--- src/pc_sample_profiler_macros.svh ---
// Assertion macros used by the profiler controller.
`ifndef PC_SAMPLE_PROFILER_MACROS_SVH
`define PC_SAMPLE_PROFILER_MACROS_SVH

// Same-cycle implication, held off during reset.
`define PCS_ASSERT_NOW(lbl, ante, cons, msg) \
  lbl: assert property (@(posedge clk) disable iff (!rst_n) (ante) |-> (cons)) \
    else $error(msg);

// Next-cycle implication, held off during reset.
`define PCS_ASSERT_NEXT(lbl, ante, cons, msg) \
  lbl: assert property (@(posedge clk) disable iff (!rst_n) (ante) |=> (cons)) \
    else $error(msg);

`endif

--- src/pcs_pkg.sv ---
// Types, codes and constants of the pc sample profiler.
package pcs_pkg;

  localparam int SLOT_DEPTH = 1024;
  localparam int SLOT_W     = 10;
  localparam int IDX_W      = 11;
  localparam int ADDR_W     = 32;
  localparam int CNT_W      = 32;
  localparam int DIV_STEPS  = 32;
  localparam int DCNT_W     = 6;
  localparam int PADDR_W    = 5;

  typedef enum logic [2:0] {
    CMD_TICK    = 3'd0,
    CMD_ADD     = 3'd1,
    CMD_CLR_CNT = 3'd2,
    CMD_CLR_SYM = 3'd3,
    CMD_READ    = 3'd4
  } pcs_code_t;

  typedef enum logic [2:0] {
    ST_OK      = 3'd0,
    ST_IGNORED = 3'd1,
    ST_RANGE   = 3'd2,
    ST_FULL    = 3'd3,
    ST_DUP     = 3'd4
  } pcs_status_t;

  typedef enum logic [2:0] {
    REG_ENABLE  = 3'd0,
    REG_LINK    = 3'd1,
    REG_USE_SYM = 3'd2,
    REG_WSTART  = 3'd3,
    REG_WEND    = 3'd4,
    REG_BUCKET  = 3'd5
  } pcs_reg_t;

  typedef struct packed {
    logic [2:0]        command;
    logic [31:0]       sample_pc;
    logic [31:0]       sample_return;
    logic [7:0]        tick_count;
    logic              core_busy;
    logic [31:0]       symbol_address;
    logic [SLOT_W-1:0] slot_index;
  } pcs_in_t;

  typedef struct packed {
    pcs_status_t       status;
    logic [SLOT_W-1:0] slot_used;
    logic [31:0]       hit_value;
    logic [31:0]       slot_address;
    logic [31:0]       total_ticks;
    logic [IDX_W-1:0]  symbol_count;
  } pcs_out_t;

  typedef struct packed {
    logic        enable;
    logic        sample_link;
    logic        use_symbols;
    logic [31:0] window_start;
    logic [31:0] window_end;
    logic [31:0] bucket_bytes;
  } pcs_cfg_t;

  typedef enum logic [4:0] {
    S_INIT, S_IDLE, S_DECODE, S_SRCH, S_SRCH_CMP, S_DIV, S_CNT_RD, S_CNT_WR,
    S_SLOT_RD, S_SLOT_FIN, S_DUP_RD, S_DUP_CMP, S_SHIFT, S_SHIFT_WR, S_INS,
    S_CLR, S_FIN
  } pcs_state_t;

  typedef enum logic [3:0] {
    OP_NONE, OP_DECODE, OP_SWEEP, OP_SRCH_RD, OP_SRCH_CMP, OP_DIV_STEP,
    OP_PICK, OP_SLOT_RD, OP_CNT_WR, OP_DUP_RD, OP_SHIFT_RD, OP_SHIFT_WR, OP_INS
  } pcs_op_t;

  typedef enum logic [2:0] {
    RES_NONE, RES_CODE, RES_DUP, RES_INS, RES_CNT, RES_READ
  } pcs_res_t;

  typedef struct packed {
    pcs_op_t     op;
    pcs_res_t    res;
    pcs_status_t code;
    logic        ld;
    logic        push;
  } pcs_cmd_t;

  typedef struct packed {
    logic [2:0] command;
    logic       enable;
    logic       busy;
    logic       use_sym;
    logic       win_ok;
    logic       rd_ok;
    logic       srch_done;
    logic       found;
    logic       div_done;
    logic       q_ok;
    logic       dup;
    logic       full;
    logic       shift_done;
    logic       sweep_done;
  } pcs_stat_t;

endpackage

--- src/pcs_ctrl.sv ---
// Profiler controller: sequences each command over the datapath.
`include "pc_sample_profiler_macros.svh"
module pcs_ctrl (
  input  logic               clk,
  input  logic               rst_n,
  input  logic               in_valid,
  input  logic               out_free,
  input  pcs_pkg::pcs_stat_t st,
  output logic               in_ready,
  output pcs_pkg::pcs_cmd_t  cmd
);
  import pcs_pkg::*;

  pcs_state_t state_r, state_nxt;

  always_ff @(posedge clk) begin
    if (!rst_n) begin
      state_r <= S_INIT;
    end else begin
      state_r <= state_nxt;
    end
  end

  // next state
  always_comb begin
    state_nxt = state_r;
    unique case (state_r)
      S_INIT: if (st.sweep_done) state_nxt = S_IDLE;
      S_IDLE: if (in_valid) state_nxt = S_DECODE;
      S_DECODE: begin
        case (st.command)
          CMD_TICK: begin
            if (!st.enable || !st.busy) state_nxt = S_FIN;
            else if (st.use_sym)        state_nxt = S_SRCH;
            else if (st.win_ok)         state_nxt = S_DIV;
            else                        state_nxt = S_FIN;
          end
          CMD_ADD:     state_nxt = S_SRCH;
          CMD_CLR_CNT: state_nxt = S_CLR;
          CMD_CLR_SYM: state_nxt = S_CLR;
          CMD_READ:    state_nxt = st.rd_ok ? S_SLOT_RD : S_FIN;
          default:     state_nxt = S_FIN;
        endcase
      end
      S_SRCH: begin
        if (!st.srch_done)             state_nxt = S_SRCH_CMP;
        else if (st.command == CMD_TICK) state_nxt = st.found ? S_CNT_RD : S_FIN;
        else if (st.found)             state_nxt = S_DUP_RD;
        else                           state_nxt = st.full ? S_FIN : S_SHIFT;
      end
      S_SRCH_CMP: state_nxt = S_SRCH;
      S_DIV: begin
        if (st.div_done) state_nxt = st.q_ok ? S_CNT_RD : S_FIN;
      end
      S_CNT_RD:   state_nxt = S_CNT_WR;
      S_CNT_WR:   state_nxt = S_FIN;
      S_SLOT_RD:  state_nxt = S_SLOT_FIN;
      S_SLOT_FIN: state_nxt = S_FIN;
      S_DUP_RD:   state_nxt = S_DUP_CMP;
      S_DUP_CMP:  state_nxt = (st.dup || st.full) ? S_FIN : S_SHIFT;
      S_SHIFT:    state_nxt = st.shift_done ? S_INS : S_SHIFT_WR;
      S_SHIFT_WR: state_nxt = S_SHIFT;
      S_INS:      state_nxt = S_FIN;
      S_CLR:      if (st.sweep_done) state_nxt = S_FIN;
      S_FIN:      if (out_free) state_nxt = S_IDLE;
      default:    state_nxt = S_IDLE;
    endcase
  end

  // datapath commands
  always_comb begin
    in_ready = 1'b0;
    cmd.op   = OP_NONE;
    cmd.res  = RES_NONE;
    cmd.code = ST_OK;
    cmd.ld   = 1'b0;
    cmd.push = 1'b0;
    unique case (state_r)
      S_INIT: if (!st.sweep_done) cmd.op = OP_SWEEP;
      S_IDLE: begin
        in_ready = 1'b1;
        cmd.ld   = in_valid;
      end
      S_DECODE: begin
        cmd.op = OP_DECODE;
        case (st.command)
          CMD_TICK: begin
            if (!st.enable || !st.busy) begin
              cmd.res  = RES_CODE;
              cmd.code = ST_IGNORED;
            end else if (!st.use_sym && !st.win_ok) begin
              cmd.res  = RES_CODE;
              cmd.code = ST_RANGE;
            end
          end
          CMD_ADD, CMD_CLR_CNT, CMD_CLR_SYM: ;
          CMD_READ: begin
            if (!st.rd_ok) begin
              cmd.res  = RES_CODE;
              cmd.code = ST_RANGE;
            end
          end
          default: begin
            cmd.res  = RES_CODE;
            cmd.code = ST_IGNORED;
          end
        endcase
      end
      S_SRCH: begin
        if (!st.srch_done) begin
          cmd.op = OP_SRCH_RD;
        end else if (st.command == CMD_TICK) begin
          if (st.found) begin
            cmd.op = OP_PICK;
          end else begin
            cmd.res  = RES_CODE;
            cmd.code = ST_RANGE;
          end
        end else if (!st.found && st.full) begin
          cmd.res  = RES_CODE;
          cmd.code = ST_FULL;
        end
      end
      S_SRCH_CMP: cmd.op = OP_SRCH_CMP;
      S_DIV: begin
        if (!st.div_done) begin
          cmd.op = OP_DIV_STEP;
        end else if (st.q_ok) begin
          cmd.op = OP_PICK;
        end else begin
          cmd.res  = RES_CODE;
          cmd.code = ST_RANGE;
        end
      end
      S_CNT_RD, S_SLOT_RD: cmd.op = OP_SLOT_RD;
      S_CNT_WR: begin
        cmd.op  = OP_CNT_WR;
        cmd.res = RES_CNT;
      end
      S_SLOT_FIN: cmd.res = RES_READ;
      S_DUP_RD:   cmd.op  = OP_DUP_RD;
      S_DUP_CMP: begin
        if (st.dup) begin
          cmd.res = RES_DUP;
        end else if (st.full) begin
          cmd.res  = RES_CODE;
          cmd.code = ST_FULL;
        end
      end
      S_SHIFT:    if (!st.shift_done) cmd.op = OP_SHIFT_RD;
      S_SHIFT_WR: cmd.op = OP_SHIFT_WR;
      S_INS: begin
        cmd.op  = OP_INS;
        cmd.res = RES_INS;
      end
      S_CLR: begin
        if (!st.sweep_done) begin
          cmd.op = OP_SWEEP;
        end else begin
          cmd.res  = RES_CODE;
          cmd.code = ST_OK;
        end
      end
      S_FIN:   cmd.push = out_free;
      default: ;
    endcase
  end

  `PCS_ASSERT_NEXT(a_accept_decode, in_valid && in_ready, state_r == S_DECODE, "accepted beat not decoded")
  `PCS_ASSERT_NOW(a_fin_quiet, state_r == S_FIN, cmd.op == OP_NONE, "datapath op while holding result")
  `PCS_ASSERT_NEXT(a_srch_pair, (state_r == S_SRCH) && !st.srch_done, state_r == S_SRCH_CMP, "search probe not compared")

endmodule

--- config.mk ---
export PLATFORM = sky130hd
export DESIGN_NAME = pcs_ctrl
export DESIGN_NICKNAME = d
export VERILOG_FILES = /design/src/pcs_pkg.sv /design/src/pcs_ctrl.sv
export VERILOG_INCLUDE_DIRS = /design/src /design/src/src
export SDC_FILE = /design/constraint.sdc
export NUM_CORES = 1
export LEC_CHECK = 0
export BUFFER_PORTS_ARGS = -buffer_cell sky130_fd_sc_hd__buf_2
export CAP_MARGIN = 40
export CORE_MARGIN = 4
export CORE_UTILIZATION = 50
export CTS_CLUSTER_SIZE = 8
export DETAILED_ROUTE_END_ITERATION = 8
export PLACE_DENSITY = 0.79
export SLEW_MARGIN = 20
export SYNTH_ARGS = -nofsm -noshare
export SYNTH_HDL_FRONTEND = slang
export SYNTH_SLANG_ARGS = --single-unit
--- constraint.sdc ---
create_clock -name clk -period 2.15 [get_ports clk]
set_input_delay 0.3225 -clock clk [delete_from_list [all_inputs] [get_ports clk]]
set_output_delay 0.3225 -clock clk [all_outputs]
set_load 0.02 [all_outputs]
Word-level counts from Yosys, hierarchy flattened
Cells that the tools add are included.
- word-level logic and storage cells: 89
- input port bits: 20
- bits in registers: 5
- output and inout bits: 13
- reduce and logical (&&, ||, !) cells: 17
- mux-type cells: 46
- equality and inequality tests: 25
- operators with widths (cell ; count):
    $mux 5 ; 16
    $pmux 5 s15 ; 1
    $mux 4 ; 12
    $pmux 4 s11 ; 1
    $eq 5x4->1 const B ; 8
    $pmux 3 s8 ; 1
    $eq 5x3->1 const B ; 4
    $pmux 5 s4 ; 1
    $pmux 6 s3 ; 1
    $pmux 3 s5 ; 1
    $mux 3 ; 4
    $mux 6 ; 2
    $eq 5x2->1 const B ; 2
    $ne 2x2->1 const B ; 5
    $eq 3x2->1 const B ; 2
    $mux 2 ; 3
    $reduce_or 2->1 ; 3
    $reduce_or 3->1 ; 2
    $eq 5x1->1 const B ; 1
    $eq 5x5->1 const B ; 1
    $logic_not 1->1 ; 5
    $logic_not 5->1 ; 1
    $reduce_and 5->1 ; 1
    $eq 3x1->1 const B ; 1
    5 further kinds ; 9

Logic depth before layout (Yosys ltp)
- depth in word-level cells: 6
- mapped depth: 7
- depth with buffers taken out: 5

Worst setup path before layout
Ideal clock, no wire load.
- kind: reg-to-output
- start point: reg state_r[2]
- end point: out cmd[7] (netlist bit)
- path buffers: 3
- arrival: 1.495 ns
- cell stages (with the launch flop): 8
- required time: 1.827 ns
- slack: 0.332 ns
- path through: dfxtp_1 > buf_2 > buf_2 > buf_2 > nand2_1 > nor2_1 > a21oi_1 > nor3_1
- RTL lines (element ; line ; source):
    from (decl) ; pcs_ctrl.sv:14 ; pcs_state_t state_r, state_nxt;
    from (signal assigned) ; pcs_ctrl.sv:20 ; state_r <= state_nxt;
    to (decl) ; pcs_ctrl.sv:10 ; output pcs_pkg::pcs_cmd_t cmd

==> flow_summary.ini <==
[status]
run_status = complete, no violations

[floorplanning]
fp.dieArea_mm2 = 0.002799
dieHeight_um = 52.91
ios = 33
die_w_um = 52.91
core_area_mm2 = 0.001821
initial_utilization_pct = 55.40
rows = 15

[global_route]
groute.usage.overall_pct = 25.28
gr-total-overflow = 0
antenna_found_initial = 0
grt_pass1_vias = 1272
grt_max_degree = 17
grt_pass1_wl_um = 5423

[layout]
utilization_pct = 68.93
finalNetCount = 210
drive_above_1_share_pct = 32.28
reg_top3 = state_r x5
area_growth_pct = 24.44
layout_commonest_cell = buf_2
diodes = 0
largest_reg_flops = 5
stdcell_count = 214
max_flop_register = state_r
final_cell_mix = buf_2, nor2_1, nand2_1

[min_path]
hp-class = primary input to register

[clocking]
h-tree-depth = 1
cts_buffers = 3
cts.sinks = 5
clock_latency_ns = 0.24
path_clk_slew_ns = 0.04
cts_tree = done
clockRootBuffer = clkbuf_4
clk_path_buf_depth = 2
cts_hold_buffers = 0

[logic_synthesis]
synth_nets = 175
ys_types = 54
synthesis.instances = 155
synth-seq-cells = 5
yosysWarningCount = 0
ys_async_sr_fraction_pct = 0
ys_seq_area_share_pct = 9.926
syn_area_mm2 = 0.001008
ys.flop_type = dfxtp_1
avgSynthCellArea_um2 = 6.506
synth_edf_count = 0

[setup_path]
start_kind = register
end_kind = primary output
cp_max_fo = 9
arrival_ns = 1.75
crit_type = register to primary output
required_ns = 1.83

[drt]
drt_iter0_drc = 66
vias_per_cell = 6.444
routed_wl_um = 3378
ant_nets = 0
wl_per_cell_um = 15.79
vias = 1379
drcViolationCount = 0
first_pass_iters = 4

[power_and_ir_drop]
p_leak_nw = 0.4991
p_per_area_mw_per_mm2 = 288.8
total_power_w = 0.0003625
ir_drop_uv = 309.9

[place]
portBuffers = 31
gp_congestion = 0.9248
dpl.cell_count = 210
dp_hpwl_um = 2649

[sta]
rsz0062_at_grt = false
fin_crit_sh_pct = 96.22
holdWs_ns = 0.3816
setup_tns_ns = 0
maxSlewViolCount = 0
period_needed_ns = 2.069
finalClockSkew_ns = 0.0003710
finalHoldViolations = 0
clock.fmax_mhz = 483.4
setup_violations = 0

[run]
max-cap-violations = 0
cells by family after synthesis:
kind of cell / Yosys count / share of synthesized area, %
compound gates: 54 / 38.09
xor+xnor: 1 / 0.8686
buf+inv: 18 / 8.933
flops: 5 / 9.926
mux: 3 / 3.102
other cells: 1 / 0.3719
simple gates: 73 / 38.71
Yosys cell counts (2+ instances only):
library cell | n | area share (%)
mux2i_1 | 2 | 2.0
o21ai_0 | 7 | 3.5
o21a_1 | 3 | 2.2
nor3_1 | 5 | 2.5
nand2b_1 | 4 | 2.5
dfxtp_1 | 5 | 9.9
buf_2 | 9 | 4.5
nand2_1 | 16 | 6.0
nor4_1 | 3 | 1.9
a31oi_1 | 5 | 3.1
a311o_1 | 2 | 2.0
nor2b_1 | 4 | 2.5
nor3_2 | 3 | 3.0
o21ai_1 | 3 | 1.5
a211oi_1 | 3 | 2.2
a21oi_1 | 10 | 5.0
clkbuf_1 | 2 | 0.74
o211ai_1 | 4 | 3.0
inv_1 | 5 | 1.9
nor2_1 | 20 | 7.4
nand3_1 | 7 | 3.5
power by group:
part           internal, W  switching (W)   total, W
registers        0.0000955     0.00000212  0.0000977
clock network    0.0000702      0.0000387   0.000109
logic            0.0000627      0.0000932   0.000156
total             0.000228       0.000134   0.000362
path summary, 6_finish.rpt:
kind               from         end  slack, ns  depth (start not counted)
max          state_r[1]      cmd[5]       0.08                          6
min            out_free  state_r[4]       0.38                          4
max reg2reg  state_r[3]  state_r[2]       0.40                          6
min reg2reg  state_r[3]  state_r[1]       0.72                          4
metal layers:
| layer | routed length (um) | global-route usage, % | part of all wire, % |
|---|---|---|---|
| met1 | 1363 | 30.19 | 40 |
| met2 | 1595 | 44.63 | 47 |
| met3 | 340 | 6.197 | 10 |
| met4 | 78 | 6.383 | 2.3 |
| met5 | 0 | 0 | 0 |
final cells by class:
class                           count  area (um2)
Clock buffer                        4       26.28
Fill cell                         173       565.5
Inverter                            5       18.77
Multi-Input combinational cell    132       830.8
Sequential cell                     5       102.6
Tap cell                           25       31.28
Timing Repair Buffer               43       245.2
through the flow:
stage | cell area [um2] | setup WS, ns
2_1_floorplan | 1008 | 0.3324
6_report | 1255 | 0.08122
3_5_place_dp | 1214 | 0.2549
4_1_cts | 1241 | 0.06790
5_1_grt | 1255 | 0.01638
3_3_place_gp | 1214 | 0.2741
what timing repair did:
action                                  in CTS  in global routing
pin swaps                                    0                  0
hold endpoints to repair                     0                  0
resized for setup                            1                  6
setup buffers                                0                  0
endpoints found under the setup margin       1                  4
worst max-delay path, cell delays in order (launching register included):
cell,delay (ns)
dfxtp_2,0.34
buf_4,0.17
nand2_1,0.10
nor3_2,0.06
a221o_1,0.38
a311o_1,0.28
buf_2,0.16
Note: power is estimated with default switching activity, not from simulation.
